$ cat config.mk
export PLATFORM = sky130hd
export DESIGN_NAME = dns_query_framer
export DESIGN_NICKNAME = d
export VERILOG_FILES = /design/src/sv/dnsqf_pkg.sv /design/src/sv/dnsqf_ram.sv /design/src/sv/dns_query_framer.sv
export SDC_FILE = /design/constraint.sdc
export NUM_CORES = 1
export LEC_CHECK = 0
export ABC_CLOCK_PERIOD_IN_PS = 8600
export CAP_MARGIN = 40
export CORE_ASPECT_RATIO = 1.2
export CORE_UTILIZATION = 60
export DETAILED_ROUTE_END_ITERATION = 8
export DONT_BUFFER_PORTS = 1
export GPL_TIMING_DRIVEN = 0
export PLACE_DENSITY = 0.84
export SETUP_SLACK_MARGIN = 0.2
export SYNTH_ARGS = -nofsm -noshare
export SYNTH_HDL_FRONTEND = slang
export SYNTH_SLANG_ARGS = --single-unit
$ cat constraint.sdc
create_clock -name clk -period 8.6 [get_ports clk]
set_input_delay 0.43 -clock clk [delete_from_list [all_inputs] [get_ports clk]]
set_output_delay 0.43 -clock clk [all_outputs]
set_load 0.01 [all_outputs]
$ cat src/sv/dnsqf_pkg.sv
package dnsqf_pkg;

	localparam int MAX_LABEL_DEF = 32;
	localparam int HDR_LEN = 12;
	localparam int TRL_LEN = 5;
	localparam logic [7:0] DOT_CHAR = 8'h2E;
	localparam logic [7:0] BYTE_ONE = 8'h01;
	localparam logic [7:0] BYTE_ZERO = 8'h00;

	localparam logic [3:0] HDR_ID_HI = 4'd0;
	localparam logic [3:0] HDR_ID_LO = 4'd1;
	localparam logic [3:0] HDR_FLAGS = 4'd2;
	localparam logic [3:0] HDR_QDCOUNT_LO = 4'd5;

	localparam logic [2:0] TRL_TYPE_LO = 3'd2;
	localparam logic [2:0] TRL_CLASS_LO = 3'd4;

	typedef struct packed {
		logic [7:0] name_char;
		logic name_end;
	} name_item_t;

	typedef struct packed {
		logic [7:0] packet_byte;
		logic packet_end;
		logic label_overflow;
	} pkt_item_t;

	function automatic logic [7:0] hdr_byte(input logic [3:0] idx, input logic [15:0] qid);
		logic [7:0] b;
		b = BYTE_ZERO;
		case (idx) inside
			HDR_ID_HI: b = qid[15:8];
			HDR_ID_LO: b = qid[7:0];
			HDR_FLAGS, HDR_QDCOUNT_LO: b = BYTE_ONE;
			default: b = BYTE_ZERO;
		endcase
		return b;
	endfunction

	function automatic logic [7:0] trl_byte(input logic [2:0] idx);
		logic [7:0] b;
		b = BYTE_ZERO;
		case (idx) inside
			TRL_TYPE_LO, TRL_CLASS_LO: b = BYTE_ONE;
			default: b = BYTE_ZERO;
		endcase
		return b;
	endfunction

endpackage

$ cat src/sv/dnsqf_ram.sv
module dnsqf_ram #(
	parameter int WIDTH = 8,
	parameter int DEPTH = 32,
	parameter int AW = (DEPTH > 1) ? $clog2(DEPTH) : 1
) (
	input  logic clk,
	input  logic we,
	input  logic [AW-1:0] waddr,
	input  logic [WIDTH-1:0] wdata,
	input  logic re,
	input  logic [AW-1:0] raddr,
	output logic [WIDTH-1:0] rdata
);

	logic [WIDTH-1:0] mem_q [DEPTH];
	logic [WIDTH-1:0] rdata_q;

	always_ff @(posedge clk) begin
		if (we) begin
			mem_q[waddr] <= wdata;
		end
		if (re) begin
			rdata_q <= mem_q[raddr];
		end
	end

	assign rdata = rdata_q;

endmodule

$ cat src/sv/dns_query_framer.sv
// Channel  Direction  Handshake                Payload
// name     in         name_valid / name_ready  name_item (name_char, name_end)
// pkt      out        pkt_valid / pkt_ready    pkt_item (packet_byte, packet_end, label_overflow)
// cfg      in         cfg_we                   cfg_wdata (query_id)
//
// A character that opens or closes no label is taken with no output. Otherwise the
// block emits 12 header bytes if it opens a message, then, if it closes a label,
// one length byte, the label bytes read from the label RAM (its read primed
// before each nonempty label), a zero length byte after a final dot, and on the
// last character the trailer. The next character is taken once the last byte of
// the transaction sits in the output register. Reset clears all control state;
// the label RAM needs no clearing. A stalled output holds the sequencer in place.
module dns_query_framer #(
	parameter int MAX_LABEL = dnsqf_pkg::MAX_LABEL_DEF
) (
	input  logic clk,
	input  logic arst_n,
	input  logic name_valid,
	output logic name_ready,
	input  dnsqf_pkg::name_item_t name_item,
	output logic pkt_valid,
	input  logic pkt_ready,
	output dnsqf_pkg::pkt_item_t pkt_item,
	input  logic cfg_we,
	input  logic [15:0] cfg_wdata
);

	localparam int CW = $clog2(MAX_LABEL + 1);
	localparam int AW = (MAX_LABEL > 1) ? $clog2(MAX_LABEL) : 1;
	localparam int IW = (CW > 4) ? CW : 4;

	localparam logic [2:0] ST_IDLE = 3'd0;
	localparam logic [2:0] ST_HDR = 3'd1;
	localparam logic [2:0] ST_LEN = 3'd2;
	localparam logic [2:0] ST_LBL = 3'd3;
	localparam logic [2:0] ST_ZLEN = 3'd4;
	localparam logic [2:0] ST_TRL = 3'd5;

	logic [2:0] state_q;
	logic [IW-1:0] cnt_q;
	logic [CW-1:0] len_q;
	logic [CW-1:0] count_q;
	logic in_pkt_q;
	logic ovf_q;
	logic flag_q;
	logic lbl_q;
	logic zlen_q;
	logic trl_q;
	logic rd_ok_q;
	logic [15:0] qid_q;
	logic out_valid_q;
	dnsqf_pkg::pkt_item_t out_q;

	logic accept;
	logic is_dot;
	logic full;
	logic store;
	logic closes;
	logic [CW-1:0] new_count;
	logic new_flag;

	logic out_free;
	logic load;
	logic seg_last;
	logic [2:0] next_state;
	logic [7:0] emit_byte;
	logic emit_end;
	logic ram_re;
	logic [IW-1:0] rd_idx;
	logic [7:0] ram_rdata;

	assign name_ready = (state_q == ST_IDLE);
	assign accept = name_valid && name_ready;
	assign is_dot = (name_item.name_char == dnsqf_pkg::DOT_CHAR);
	assign full = (count_q >= CW'(MAX_LABEL));
	assign store = accept && !is_dot && !full;
	assign new_count = count_q + CW'(!is_dot && !full);
	assign new_flag = is_dot ? ovf_q : (ovf_q | full);
	assign closes = is_dot || name_item.name_end;

	assign out_free = !out_valid_q || pkt_ready;

	always_comb begin
		load = 1'b0;
		seg_last = 1'b0;
		emit_byte = dnsqf_pkg::BYTE_ZERO;
		emit_end = 1'b0;
		next_state = ST_IDLE;
		unique case (state_q)
			ST_IDLE: begin
				load = 1'b0;
			end
			ST_HDR: begin
				load = out_free;
				emit_byte = dnsqf_pkg::hdr_byte(cnt_q[3:0], qid_q);
				seg_last = (cnt_q == IW'(dnsqf_pkg::HDR_LEN - 1));
				next_state = lbl_q ? ST_LEN : ST_IDLE;
			end
			ST_LEN: begin
				load = out_free;
				emit_byte = 8'(len_q);
				seg_last = 1'b1;
				if (len_q != '0) begin
					next_state = ST_LBL;
				end else if (zlen_q) begin
					next_state = ST_ZLEN;
				end else if (trl_q) begin
					next_state = ST_TRL;
				end else begin
					next_state = ST_IDLE;
				end
			end
			ST_LBL: begin
				load = out_free && rd_ok_q;
				emit_byte = ram_rdata;
				seg_last = (cnt_q == IW'(len_q) - IW'(1));
				if (zlen_q) begin
					next_state = ST_ZLEN;
				end else if (trl_q) begin
					next_state = ST_TRL;
				end else begin
					next_state = ST_IDLE;
				end
			end
			ST_ZLEN: begin
				load = out_free;
				seg_last = 1'b1;
				next_state = ST_TRL;
			end
			ST_TRL: begin
				load = out_free;
				emit_byte = dnsqf_pkg::trl_byte(cnt_q[2:0]);
				seg_last = (cnt_q == IW'(dnsqf_pkg::TRL_LEN - 1));
				emit_end = seg_last;
				next_state = ST_IDLE;
			end
			default: begin
				load = 1'b0;
			end
		endcase
	end

	assign ram_re = (state_q == ST_LBL) && (!rd_ok_q || load);
	assign rd_idx = rd_ok_q ? (cnt_q + IW'(1)) : cnt_q;

	dnsqf_ram #(
		.WIDTH(8),
		.DEPTH(MAX_LABEL),
		.AW(AW)
	) u_label_ram (
		.clk(clk),
		.we(store),
		.waddr(count_q[AW-1:0]),
		.wdata(name_item.name_char),
		.re(ram_re),
		.raddr(rd_idx[AW-1:0]),
		.rdata(ram_rdata)
	);

	always_ff @(posedge clk or negedge arst_n) begin
		if (!arst_n) begin
			state_q <= ST_IDLE;
			cnt_q <= '0;
			len_q <= '0;
			count_q <= '0;
			in_pkt_q <= 1'b0;
			ovf_q <= 1'b0;
			flag_q <= 1'b0;
			lbl_q <= 1'b0;
			zlen_q <= 1'b0;
			trl_q <= 1'b0;
			rd_ok_q <= 1'b0;
			qid_q <= '0;
			out_valid_q <= 1'b0;
		end else begin
			if (cfg_we) begin
				qid_q <= cfg_wdata;
			end
			if (accept) begin
				flag_q <= new_flag;
				len_q <= is_dot ? count_q : new_count;
				lbl_q <= closes;
				zlen_q <= is_dot && name_item.name_end;
				trl_q <= name_item.name_end;
				count_q <= closes ? '0 : new_count;
				ovf_q <= closes ? 1'b0 : new_flag;
				in_pkt_q <= !name_item.name_end;
				cnt_q <= '0;
				if (!in_pkt_q) begin
					state_q <= ST_HDR;
				end else if (closes) begin
					state_q <= ST_LEN;
				end else begin
					state_q <= ST_IDLE;
				end
			end else if (load) begin
				if (seg_last) begin
					cnt_q <= '0;
					state_q <= next_state;
				end else begin
					cnt_q <= cnt_q + IW'(1);
				end
			end
			rd_ok_q <= (state_q == ST_LBL) && !(load && seg_last);
			if (load) begin
				out_valid_q <= 1'b1;
			end else if (pkt_ready) begin
				out_valid_q <= 1'b0;
			end
		end
	end

	always_ff @(posedge clk) begin
		if (load) begin
			out_q.packet_byte <= emit_byte;
			out_q.packet_end <= emit_end;
			out_q.label_overflow <= flag_q;
		end
	end

	assign pkt_valid = out_valid_q;
	assign pkt_item = out_q;

	a_end_returns_idle: assert property (@(posedge clk) disable iff (!arst_n)
		(load && emit_end) |=> (state_q == ST_IDLE))
		else $error("Sequencer did not return to idle after the final byte.");

	a_label_nonempty: assert property (@(posedge clk) disable iff (!arst_n)
		(state_q == ST_LBL) |-> (len_q != '0))
		else $error("Label byte phase entered with an empty label.");

	a_count_bound: assert property (@(posedge clk) disable iff (!arst_n)
		count_q <= CW'(MAX_LABEL))
		else $error("Label count exceeds the label limit.");

	a_end_clears_packet: assert property (@(posedge clk) disable iff (!arst_n)
		(accept && name_item.name_end) |=> (!in_pkt_q && (count_q == '0) && !ovf_q))
		else $error("Packet state not cleared after the final character.");

endmodule

==> key figures <==
Global routing
  • First-pass GRT wire length: 46.17 mm
  • All-Layer GR Usage: 0.2868
  • Gr ovfl total: 0
  • Vias in the first global route: 7639
  • Pin count of the biggest net entering global routing: 46
  • Initial antenna violation count: 0

Timing
  • Final Skew: roughly 0.033 ns
  • Final period util: 0.4675
  • Final setup viols: 0
  • Fmax: 248.7 MHz
  • Final hold vios: 0
  • Slew @ Worst Pin: approximately 0.94 ns
  • Tmin final: 4.020 ns
  • Rel. slew slack: 0.3730
  • Setup TNS: 0 ns
  • Fin Hold WS: ~0.017 ns
  • Final Max Tran Viols: 0
  • RSZ-0062 raised after global routing: no

CTS
  • Post-CTS Resized: 0
  • Clk root buf: clkbuf_16
  • CTS Hold Bufs: 25
  • Postcts setup bufs: 0
  • Worst-Skew Late Latency: 0.58 ns
  • Clock Path Buffers: 3
  • Clock Sinks: approximately 320
  • CTS Buf Count: 30
  • Clock transition at path regs: about 0.07 ns
  • H-tree depth: 1
  • CTS tree: done

Yosys
  • FFs w/ async S/R, synth: 0.1411
  • Yosys top cell by area: edfxtp_1
  • Main synth FF type: edfxtp_1
  • Area of the mapped netlist: between 0.01 and 0.015 mm²
  • Synth top area share: 0.6187
  • Synthesis Warnings: 0
  • Synth Instances: roughly 750
  • Number of flops mapped to enable cells by yosys: 274
  • Synth cell types: about 50
  • Flops & latches, synth: roughly 320
  • Avg Inst Size Synth: 17.68 µm²
  • Largest cells by area after synthesis: edfxtp_1 62%, mux4_2 14%, dfrtp_1 8.5%, mux2_2 2.1%, nor2_1 1.7%
  • Post-Syn Nets: 789
  • Post-synthesis sequential area ratio: 0.7034

Final layout
  • NumNets Final: around 850
  • # fillers: roughly 1300
  • Ant. Diodes: 0
  • Layout Cells excl Fill: 1112
  • Layout cells sized above 1: 0.2255
  • Area delta synth->final: 12.98%

Placement
  • Port Buffers: 0
  • DP HPWL: 18.89 mm
  • Placer Congestion: about 0.95
  • Inst Count DP: between 1000 and 1500

Die
  • Core footprint: 0.02170 mm²
  • Chip height: 165.1 µm
  • Row count: just under 60
  • Die area: 0.02276 mm²
  • Initial Utilization: 0.6127
  • Die X: roughly 140 µm
  • # IOs: 42

Detailed routing
  • DR WL/cell: 28.20 µm
  • Drt drc: 0
  • Total routed wirelength: ~31 mm
  • Via count: ~7400
  • Initial DRT Pass Iterations: 4
  • DR iter-0 viols: ~750
  • Routed Antenna Nets: 0
  • Vias per cell: 6.682

Worst setup path
  • CP endpoint kind: flip-flop
  • CP Launch Type: flip-flop
  • CP arrival: 4.35 ns
  • Crit Path Class: flip-flop to flip-flop
  • Crit-path max FO: 10
  • Worst EP required: 8.93 ns

Pwr
  • Worst vdd ir: 273.5 µV
  • Power Density: 204.9 mW/mm²
  • Pleak: a little under 5 nW

Flow run
  • Number of max-cap violations: 0

Run status
  • Status: finished, final reports clean

Min path
  • Worst min-delay path class: input port to flip-flop
==> cell usage in the layout, fill, tap and decap left out, types with 19 or more instances in the layout <==
cell type      synthesis  layout
edfxtp_1             274     274
mux4_2                80      80
clkbuf_1              29      30
mux2_2                25      25
nor2_1                61      61
dlygate4sd3_1          0      19
dfrtp_1               45      45
o21ai_0               25      25
clkbuf_16              0      30
nand2_1               43      43
==> routing by layer <==
layer,wire length (µm),global-route usage,vias up
met5,0,0,-
met4,1252,0.1299,0
met3,2524,0.05342,82
met2,16270,0.5000,448
met1,11310,0.3459,3797
li1,-,-,3103
==> path summary, 6_finish.rpt <==
path	start	to	slack [ns]	depth (start not counted)
hold / removal	cfg_wdata[6]	qid_q[6]	0.02	1
hold reg to reg	flag_q	pkt_item[0]	0.47	0
setup / recovery	cnt_q[0]	u_label_ram.rdata[7]	4.58	9
min in group asynchronous	arst_n	state_q[2]	0.37	2
max in group asynchronous	arst_n	ovf_q	8.01	2
setup reg to reg	cnt_q[0]	u_label_ram.rdata[7]	4.58	9
==> state kept, by name, summed over array words and instances, names as in the netlist <==
| name | flops |
|---|---|
| cnt_q | 6 |
| count_q | 6 |
| flag_q | 1 |
| in_pkt_q | 1 |
| lbl_q | 1 |
| len_q | 6 |
| ovf_q | 1 |
| pkt_item | 10 |
| pkt_valid | 1 |
| qid_q | 16 |
| rd_ok_q | 1 |
| state_q | 3 |
| trl_q | 1 |
| u_label_ram.mem_q | 256 |
| u_label_ram.rdata | 8 |
| zlen_q | 1 |
==> power breakdown <==
group | internal, mW | total, mW | switching (mW) | leakage, nW
combinational | 0.0236 | 0.0564 | 0.0328 | 1.47
sequential | 1.69 | 1.69 | 0.00446 | 3.02
clock | 0.737 | 1.33 | 0.595 | 0.477
total | 2.45 | 3.08 | 0.633 | 4.96
==> worst max-delay path, cell delays in order, from the launching register on <==
cell and delay, ns:
dfrtp_1 0.38, buf_4 0.20, inv_1 0.09, ha_1 0.32
mux2i_1 0.63, buf_4 0.28, clkbuf_1 0.55, mux4_2 0.45
mux4_2 0.55, mux2_2 0.30
==> cells in the mapped netlist, types with 12 or more instances <==
library cell and number:
edfxtp_1 274, mux4_2 80, nor2_1 61, dfrtp_1 45, nand2_1 43, clkbuf_1 29, mux2_2 25, o21ai_0 25
inv_1 15, nand3_1 12
==> stage by stage <==
stage	setup slack, ns	area [µm²]	utilization	total power, mW
after floorplan	5.546	13300	-	1.735
after global placement	4.638	13640	0.6285	1.738
after detailed placement	4.685	13660	0.6292	1.739
after CTS	4.588	14970	0.6896	3.084
after global routing	4.471	15020	0.6923	3.142
final	4.580	15020	0.6923	3.078
==> logic make-up (layout without fill, tap and decap cells) <==
family,count (synthesis),in the layout,share of synthesized area
AND/OR/NAND/NOR,166,166,0.05824
XOR/XNOR,16,16,0.01298
multiplexers,115,115,0.1642
AO/OA/AOI/OAI,71,71,0.03538
buffers and inverters,58,144,0.01919
adder cells (fa/ha/maj),7,7,0.006586
flip-flops,319,319,0.7034
==> final cells by class <==
cell class	instances	area (µm²)	share of cell area
Inverter	15	56.30	0.003748
Timing Repair Buffer	30	390.4	0.02598
Clock buffer	31	754.5	0.05022
Sequential cell	319	9354	0.6226
Clock inverter	25	239.0	0.01591
Tap cell	274	342.8	0.02282
Buffer	43	198.9	0.01324
Multi-Input combinational cell	375	3689	0.2455
Note: power is estimated with default switching activity, not from simulation.
